**src/hdl/nsf_pkg.sv**
```systemverilog
// near-square factor pair: shared types, control word layout and the microcode rom
// no dependencies; used by nsf_seq, nsf_dp and the top level
`timescale 1ns / 1ps
`default_nettype none

package nsf_pkg;

	// datapath operation selected by the current control word
	typedef enum logic [2:0] {
		OP_LOAD,
		OP_ROOT_INIT,
		OP_ROOT_STEP,
		OP_DIV_INIT,
		OP_DIV_STEP,
		OP_NEXT_DIV,
		OP_FOUND,
		OP_EMIT
	} op_t;

	// jump condition; the jump is taken when the condition holds, else the step advances
	typedef enum logic [2:0] {
		C_NEVER,
		C_NO_INPUT,
		C_ZERO,
		C_CNT_NZ,
		C_REM_NZ,
		C_OUT_BUSY
	} cond_t;

	typedef logic [2:0] step_t;

	typedef struct packed {
		op_t   op;
		cond_t cond;
		step_t target;
	} ucw_t;

	// status flags the datapath hands back to the sequencer
	typedef struct packed {
		logic no_input;
		logic zero;
		logic cnt_nz;
		logic rem_nz;
		logic out_busy;
	} status_t;

	localparam step_t ST_WAIT  = 3'd0;
	localparam step_t ST_ZCHK  = 3'd1;
	localparam step_t ST_ROOT  = 3'd2;
	localparam step_t ST_DINIT = 3'd3;
	localparam step_t ST_DIV   = 3'd4;
	localparam step_t ST_TEST  = 3'd5;
	localparam step_t ST_FOUND = 3'd6;
	localparam step_t ST_EMIT  = 3'd7;

	// the program; advancing past the last step wraps back to the wait step
	function automatic ucw_t nsf_ucode(input step_t step);
		ucw_t w;
		unique case (step)
			ST_WAIT:  w = '{op: OP_LOAD,      cond: C_NO_INPUT, target: ST_WAIT};
			ST_ZCHK:  w = '{op: OP_ROOT_INIT, cond: C_ZERO,     target: ST_EMIT};
			ST_ROOT:  w = '{op: OP_ROOT_STEP, cond: C_CNT_NZ,   target: ST_ROOT};
			ST_DINIT: w = '{op: OP_DIV_INIT,  cond: C_NEVER,    target: ST_WAIT};
			ST_DIV:   w = '{op: OP_DIV_STEP,  cond: C_CNT_NZ,   target: ST_DIV};
			ST_TEST:  w = '{op: OP_NEXT_DIV,  cond: C_REM_NZ,   target: ST_DIV};
			ST_FOUND: w = '{op: OP_FOUND,     cond: C_NEVER,    target: ST_WAIT};
			ST_EMIT:  w = '{op: OP_EMIT,      cond: C_OUT_BUSY, target: ST_EMIT};
			default:  w = '{op: OP_LOAD,      cond: C_NEVER,    target: ST_WAIT};
		endcase
		return w;
	endfunction

endpackage

`default_nettype wire

```
**src/hdl/nsf_seq.sv**
```systemverilog
// near-square factor pair: step counter and microcode fetch with conditional jumps
// depends on nsf_pkg for the control word layout and the program rom
`timescale 1ns / 1ps
`default_nettype none

module nsf_seq (
	input  wire              clk,
	input  wire              arst_n,
	input  nsf_pkg::status_t status,
	output nsf_pkg::op_t     op
);

	nsf_pkg::step_t step_q;
	nsf_pkg::ucw_t  ucw;
	logic           take;

	assign ucw = nsf_pkg::nsf_ucode(step_q);
	assign op  = ucw.op;

	always_comb begin
		unique case (ucw.cond)
			nsf_pkg::C_NEVER:    take = 1'b0;
			nsf_pkg::C_NO_INPUT: take = status.no_input;
			nsf_pkg::C_ZERO:     take = status.zero;
			nsf_pkg::C_CNT_NZ:   take = status.cnt_nz;
			nsf_pkg::C_REM_NZ:   take = status.rem_nz;
			nsf_pkg::C_OUT_BUSY: take = status.out_busy;
			default:             take = 1'b0;
		endcase
	end

	always_ff @(posedge clk or negedge arst_n) begin
		if (!arst_n) begin
			step_q <= nsf_pkg::ST_WAIT;
		end else if (take) begin
			step_q <= ucw.target;
		end else begin
			step_q <= step_q + 3'd1;
		end
	end

endmodule

`default_nettype wire

```
**src/hdl/nsf_dp.sv**
```systemverilog
// near-square factor pair: datapath with bit-serial square root and restoring divider
// sharing one remainder register, plus the request ports and the output register
// depends on nsf_pkg for the operation codes and the status struct
`timescale 1ns / 1ps
`default_nettype none

module nsf_dp #(
	parameter int VALUE_BITS = 31
) (
	input  wire                                        clk,
	input  wire                                        arst_n,
	input  nsf_pkg::op_t                               op,
	output nsf_pkg::status_t                           status,
	input  wire                                        s_tvalid,
	output logic                                       s_tready,
	input  wire  [((VALUE_BITS + 7) / 8) * 8 - 1:0]    s_tdata,
	output logic                                       m_tvalid,
	input  wire                                        m_tready,
	output logic [(((VALUE_BITS + 1) / 2 + VALUE_BITS + 7) / 8) * 8 - 1:0] m_tdata,
	output logic                                       m_tuser
);

	localparam int SB    = (VALUE_BITS + 1) / 2;
	localparam int RAD_W = 2 * SB;
	localparam int REM_W = SB + 1;
	localparam int CNT_W = $clog2(VALUE_BITS);
	localparam int OUT_W = ((SB + VALUE_BITS + 7) / 8) * 8;

	logic [VALUE_BITS-1:0] value_q;
	logic [VALUE_BITS-1:0] work_q;
	logic [RAD_W-1:0]      rad_q;
	logic [REM_W-1:0]      rem_q;
	logic [SB-1:0]         d_q;
	logic [CNT_W-1:0]      cnt_q;
	logic                  found_q;

	logic                  out_valid_q;
	logic                  out_found_q;
	logic [SB-1:0]         out_small_q;
	logic [VALUE_BITS-1:0] out_large_q;

	logic                  accept;
	logic                  out_busy;
	logic                  emit_fire;

	// square root step: two radicand bits a step
	logic [REM_W+1:0]      rem_sq;
	logic [REM_W+1:0]      trial;
	logic                  sq_ge;

	// divide step: one quotient bit a step
	logic [REM_W-1:0]      rem_dv;
	logic [REM_W-1:0]      d_ext;
	logic                  dv_ge;

	assign s_tready  = (op == nsf_pkg::OP_LOAD);
	assign accept    = s_tready & s_tvalid;
	assign out_busy  = out_valid_q & ~m_tready;
	assign emit_fire = (op == nsf_pkg::OP_EMIT) & ~out_busy;

	assign rem_sq = {rem_q, rad_q[RAD_W-1 -: 2]};
	assign trial  = {1'b0, d_q, 2'b01};
	assign sq_ge  = (rem_sq >= trial);

	assign rem_dv = {rem_q[SB-1:0], work_q[VALUE_BITS-1]};
	assign d_ext  = {1'b0, d_q};
	assign dv_ge  = (rem_dv >= d_ext);

	assign status.no_input = ~s_tvalid;
	assign status.zero     = (value_q == '0);
	assign status.cnt_nz   = (cnt_q != '0);
	assign status.rem_nz   = (rem_q != '0);
	assign status.out_busy = out_busy;

	always_ff @(posedge clk) begin
		unique case (op)
			nsf_pkg::OP_LOAD: begin
				if (accept) begin
					value_q <= s_tdata[VALUE_BITS-1:0];
				end
			end
			nsf_pkg::OP_ROOT_INIT: begin
				rad_q   <= RAD_W'(value_q);
				rem_q   <= '0;
				d_q     <= '0;
				cnt_q   <= CNT_W'(SB - 1);
				found_q <= 1'b0;
			end
			nsf_pkg::OP_ROOT_STEP: begin
				rad_q <= rad_q << 2;
				cnt_q <= cnt_q - 1'b1;
				if (sq_ge) begin
					rem_q <= REM_W'(rem_sq - trial);
				end else begin
					rem_q <= REM_W'(rem_sq);
				end
				d_q <= {d_q[SB-2:0], sq_ge};
			end
			nsf_pkg::OP_DIV_INIT: begin
				work_q <= value_q;
				rem_q  <= '0;
				cnt_q  <= CNT_W'(VALUE_BITS - 1);
			end
			nsf_pkg::OP_DIV_STEP: begin
				cnt_q  <= cnt_q - 1'b1;
				work_q <= {work_q[VALUE_BITS-2:0], dv_ge};
				if (dv_ge) begin
					rem_q <= rem_dv - d_ext;
				end else begin
					rem_q <= rem_dv;
				end
			end
			nsf_pkg::OP_NEXT_DIV: begin
				// remainder left over: try the next smaller divisor
				if (rem_q != '0) begin
					d_q    <= d_q - 1'b1;
					work_q <= value_q;
					rem_q  <= '0;
					cnt_q  <= CNT_W'(VALUE_BITS - 1);
				end
			end
			nsf_pkg::OP_FOUND: begin
				found_q <= 1'b1;
			end
			nsf_pkg::OP_EMIT: begin
				if (emit_fire) begin
					out_found_q <= found_q;
					out_small_q <= found_q ? d_q : '0;
					out_large_q <= found_q ? work_q : '0;
				end
			end
			default: begin
			end
		endcase
	end

	always_ff @(posedge clk or negedge arst_n) begin
		if (!arst_n) begin
			out_valid_q <= 1'b0;
		end else if (emit_fire) begin
			out_valid_q <= 1'b1;
		end else if (m_tready) begin
			out_valid_q <= 1'b0;
		end
	end

	assign m_tvalid = out_valid_q;
	assign m_tuser  = out_found_q;
	assign m_tdata  = OUT_W'({out_large_q, out_small_q});

	a_found_nonzero : assert property (@(posedge clk) disable iff (!arst_n)
		m_tvalid && m_tuser |-> (out_small_q != '0) && (out_large_q != '0))
		else $error("factor pair reported with a zero factor");

	a_notfound_zero : assert property (@(posedge clk) disable iff (!arst_n)
		m_tvalid && !m_tuser |-> (out_small_q == '0) && (out_large_q == '0))
		else $error("result without a factor pair carries nonzero factors");

	a_div_nonzero : assert property (@(posedge clk) disable iff (!arst_n)
		op == nsf_pkg::OP_DIV_STEP |-> d_q != '0)
		else $error("trial division by zero");

	a_emit_hold : assert property (@(posedge clk) disable iff (!arst_n)
		op == nsf_pkg::OP_EMIT && out_busy |=> m_tvalid && $stable(m_tdata))
		else $error("pending result overwritten while the next one waits");

endmodule

`default_nettype wire

```
**src/hdl/near_square_factor_pair_unit.sv**
```systemverilog
// near-square factor pair: top level joining the microcode sequencer and the datapath
// depends on nsf_pkg, nsf_seq and nsf_dp
`timescale 1ns / 1ps
`default_nettype none

// Splits each request value n into the factor pair closest to square. The unit
// takes the floor square root r of n, two bits of n per step, then tries the
// divisors r, r-1, ... down to the first that divides n, each trial being a
// restoring division in the single shared divider, plus fetch and test steps.
// A 31-bit prime near the top of the range takes about 46341 trials. A new
// request is taken only once the previous result has gone into the output
// register, which holds it until the downstream side takes it. m_tuser is 1
// when a pair was found and 0 for a zero request, whose factors are both
// returned as zero.
module near_square_factor_pair_unit #(
	parameter int VALUE_BITS = 31
) (
	input  wire                                     clk,
	input  wire                                     arst_n,
	input  wire                                     s_tvalid,
	output logic                                    s_tready,
	// number_in
	input  wire  [((VALUE_BITS + 7) / 8) * 8 - 1:0] s_tdata,
	output logic                                    m_tvalid,
	input  wire                                     m_tready,
	// small_factor, large_factor
	output logic [(((VALUE_BITS + 1) / 2 + VALUE_BITS + 7) / 8) * 8 - 1:0] m_tdata,
	// found
	output logic                                    m_tuser
);

	nsf_pkg::op_t     op;
	nsf_pkg::status_t status;

	nsf_seq u_seq (
		.clk    (clk),
		.arst_n (arst_n),
		.status (status),
		.op     (op)
	);

	nsf_dp #(
		.VALUE_BITS (VALUE_BITS)
	) u_dp (
		.clk      (clk),
		.arst_n   (arst_n),
		.op       (op),
		.status   (status),
		.s_tvalid (s_tvalid),
		.s_tready (s_tready),
		.s_tdata  (s_tdata),
		.m_tvalid (m_tvalid),
		.m_tready (m_tready),
		.m_tdata  (m_tdata),
		.m_tuser  (m_tuser)
	);

endmodule

`default_nettype wire

```
**config.mk**
```make
export PLATFORM = sky130hd
export DESIGN_NAME = near_square_factor_pair_unit
export DESIGN_NICKNAME = d
export VERILOG_FILES = /design/src/hdl/nsf_pkg.sv /design/src/hdl/nsf_seq.sv /design/src/hdl/nsf_dp.sv /design/src/hdl/near_square_factor_pair_unit.sv
export SDC_FILE = /design/constraint.sdc
export NUM_CORES = 1
export LEC_CHECK = 0
export ABC_AREA = 1
export ABC_CLOCK_PERIOD_IN_PS = 3900
export CELL_PAD_IN_SITES_DETAIL_PLACEMENT = 1
export CELL_PAD_IN_SITES_GLOBAL_PLACEMENT = 1
export CORE_MARGIN = 10
export CORE_UTILIZATION = 49
export DETAILED_ROUTE_END_ITERATION = 8
export DONT_BUFFER_PORTS = 1
export PLACE_DENSITY_LB_ADDON = 0.1
export SLEW_MARGIN = 10
export SYNTH_ARGS = -nofsm -noshare
export SYNTH_HDL_FRONTEND = slang
export SYNTH_SLANG_ARGS = --single-unit
```
**constraint.sdc**
```tcl
create_clock -name clk -period 3.9 [get_ports clk]
set_clock_uncertainty 0.1 [all_clocks]
set_input_delay 0.78 -clock clk [delete_from_list [all_inputs] [get_ports clk]]
set_output_delay 0.78 -clock clk [all_outputs]
set_load 0.01 [all_outputs]
```
==> results.tsv <==
stage	metric	value	unit
floorplan	die-area	0.0281	mm^2
cts	htree_levels	4	
worst_setup_path	cp-end-kind	flip-flop	
drt	drtAntennaViolNets	0	
floorplan	start_util	50.4	%
timing	max_slew_margin	39.7	%
worst_setup_path	arrival	3.06	ns
worst_setup_path	max_stage_delay	0.65	ns
drt	post-route-drc-count	0	
min_path	hold_depth	0	
placement	place_hpwl	22.4	mm
drt	drt-initial-drc-count	622	
timing	slew_viol_final	0	
cts	cts_root_buffer	clkbuf_16	
floorplan	row_count	53	
floorplan	num_io_pins	87	
global_routing	overflow	0	
cts	clk_pin_slew	0.09	ns
drt	vias_per_cell	5.49	
global_routing	grt_pass1_wl	48.9	mm
cts	cts-resized-gates	0	
cts	cts.sinks	185	
timing	fin_crit	3.09	ns
synthesis	synth-edff-count	181	
floorplan	die_h	168	um
global_routing	grt_max_degree	49	
floorplan	core-area	0.0212	mm^2
worst_setup_path	crit_path_start_kind	flip-flop	
synthesis	synth_area_leaders	edfxtp_1 51%, nand2_1 16%, inv_1 7.2%	
timing	fin_ws	0.809	ns
worst_setup_path	path_buf_inv	4	
worst_setup_path	ff2ff_path_depth	8	
cts	clock_latency	0.44	ns
run_status	status	completed	
cts	cts_max_path_buffers	2	
synthesis	syn_area	0.0107	mm^2
synthesis	synth_seq_cells	185	
min_path	hp-class	input pin to flip-flop	
drt	wirelength	30.9	mm
worst_setup_path	path_cells	nand2_1 -> inv_1 -> nor2_1 -> inv_1 -> o21ai_0 -> inv_1 -> nor2_1 -> inv_1	
placement	gp_congestion	0.924	
floorplan	die_w	168	um
drt	via_count	8589	
synthesis	ys.flop_type	edfxtp_1	
synthesis	yosysMostFrequentCell	nand2_1	
cts	cts_buffers	17	
synthesis	async_flop_share	2.16	%
worst_setup_path	critPathSlowestCell	dfrtp_1	
timing	tightest_slew	0.904	ns
finish	antenna_cells	0	
timing	finalSetupTns	0	ns
synthesis	yosys.area.top_type	edfxtp_1	
cts	cts_tree	done	
synthesis	synthCells	1280	
finish	syn_to_final_growth	8.31	%
run	maxCapViolCount	0	
synthesis	synth.distinct_cells	41	
worst_setup_path	critPathTopFamily	buffers and inverters	
synthesis	synth_top_area_share	50.9	%
drt	wl_per_cell	19.8	um
worst_setup_path	path_depth	8	
global_routing	antenna_found_initial	0	
worst_setup_path	path_max_fanout	17	
placement	io_buffers	0	
timing	rsz0062_at_grt	false	
timing	setup_viol	0	
drt	first_pass_iters	5	
synthesis	yosys_warnings	0	
timing	period_share	79.3	%
global_routing	grt.total_usage	21.7	%
synthesis	syn_area_per_cell	8.35	um^2
synthesis	syn_nets	1360	
synthesis	yosysSeqAreaShare	51.8	%
placement	post-place-ws	0.848	ns
worst_setup_path	worstSetupPathType	flip-flop to flip-flop	
timing	max_freq	324	MHz
worst_setup_path	critPathRequiredTime	3.87	ns
synthesis	synth_common_cells	450 x nand2_1, 205 x inv_1, 181 x edfxtp_1, 118 x nand3_1, 63 x nor2_1	
finish	fin_nets	1357	
global_routing	grt_pass1_vias	8808	
worst_setup_path	path_common_cell	inv_1	
timing	hold_viol_final	0	
finish	drive_gt1_share	6.43	%
==> what timing repair did <==
action / CTS / global route
endpoints found under the hold margin: 4 / 0
hold buffers: 1 / 0
buffers inserted: 0 / 0
==> worst reg2reg max path: stages, from the launching register on <==
cell and delay [ns]:
dfrtp_1 0.65, nand2_1 0.45, inv_1 0.51, nor2_1 0.13, inv_1 0.10, o21ai_0 0.11
inv_1 0.08, nor2_1 0.05, inv_1 0.54
==> cell families (layout without fill, tap and decap cells) <==
kind of cell             count (synthesis)  in the layout  share of synthesized area (%)
AND/OR/NAND/NOR                        688            688                           27.3
other                                    1              1                         0.0351
adder cells (fa/ha/maj)                 44             44                           5.22
AO/OA/AOI/OAI                           93             93                           4.84
XOR/XNOR                                19             19                           1.56
flip-flops                             185            185                           51.8
buffers and inverters                  250            260                           9.30
==> path summary, 6_finish.rpt <==
path                              endpoint            start  slack [ns]
min in group asynchronous  u_seq.step_q[0]           arst_n        0.49
setup reg to reg            u_dp.rem_q[14]  u_seq.step_q[2]        0.81
setup / recovery            u_dp.rem_q[14]  u_seq.step_q[2]        0.81
hold / removal             u_dp.value_q[5]       s_tdata[5]        0.32
hold reg to reg              u_dp.rad_q[4]    u_dp.rad_q[2]        0.42
max in group asynchronous  u_seq.step_q[1]           arst_n        3.04
==> stage by stage <==
step                      area [um^2]  hold slack [ns]  util [%]  cells
after floorplan                 10700            0.346         -   1280
after global placement          10900            0.385      51.6   1532
after detailed placement        10900            0.385      51.6   1532
after CTS                       11600            0.312      54.5   1565
after global routing            11600            0.301      54.5   1565
final                           11600            0.323      54.5   1565
==> cells in the final DEF, fill, tap and decap left out, types with 7 or more instances in the layout <==
cell type and count:
nand2_1 450, ha_1 43, nand2_2 7, buf_4 9
inv_1 205, edfxtp_1 181, o22ai_1 12, clkbuf_16 17
nor2_1 61, o21ai_0 46, inv_2 13, xnor2_1 15
nand3_1 118, nor3_1 16, nand4_1 11, a21oi_1 23
==> layer usage <==
layer	routed length (um)	share of wire (%)	track usage, %
met5	0	0	0
met4	419	1.4	4.96
met3	1480	4.8	3.16
met2	14600	47	35.7
met1	14400	47	29.5
==> layout make-up <==
| cell class | count | area (um^2) |
|---|---|---|
| Clock buffer | 17 | 425 |
| Clock inverter | 15 | 196 |
| Fill cell | 2569 | 9650 |
| Inverter | 218 | 818 |
| Multi-Input combinational cell | 845 | 4180 |
| Sequential cell | 185 | 5540 |
| Tap cell | 275 | 344 |
| Timing Repair Buffer | 10 | 77.6 |
==> state kept, by name, summed over array words and instances (netlist names) <==
signal / cells
u_dp.value_q: 31
u_dp.out_small_q: 16
u_dp.m_tvalid: 1
u_dp.d_q: 16
u_dp.out_large_q: 31
u_dp.found_q: 1
u_dp.m_tuser: 1
u_dp.work_q: 31
u_dp.rad_q: 32
u_seq.step_q: 3
u_dp.rem_q: 17
u_dp.cnt_q: 5
Power is left out: the tool's default activity adds up to more than one toggle a clock period on the data nets, which glitch-free logic cannot reach.
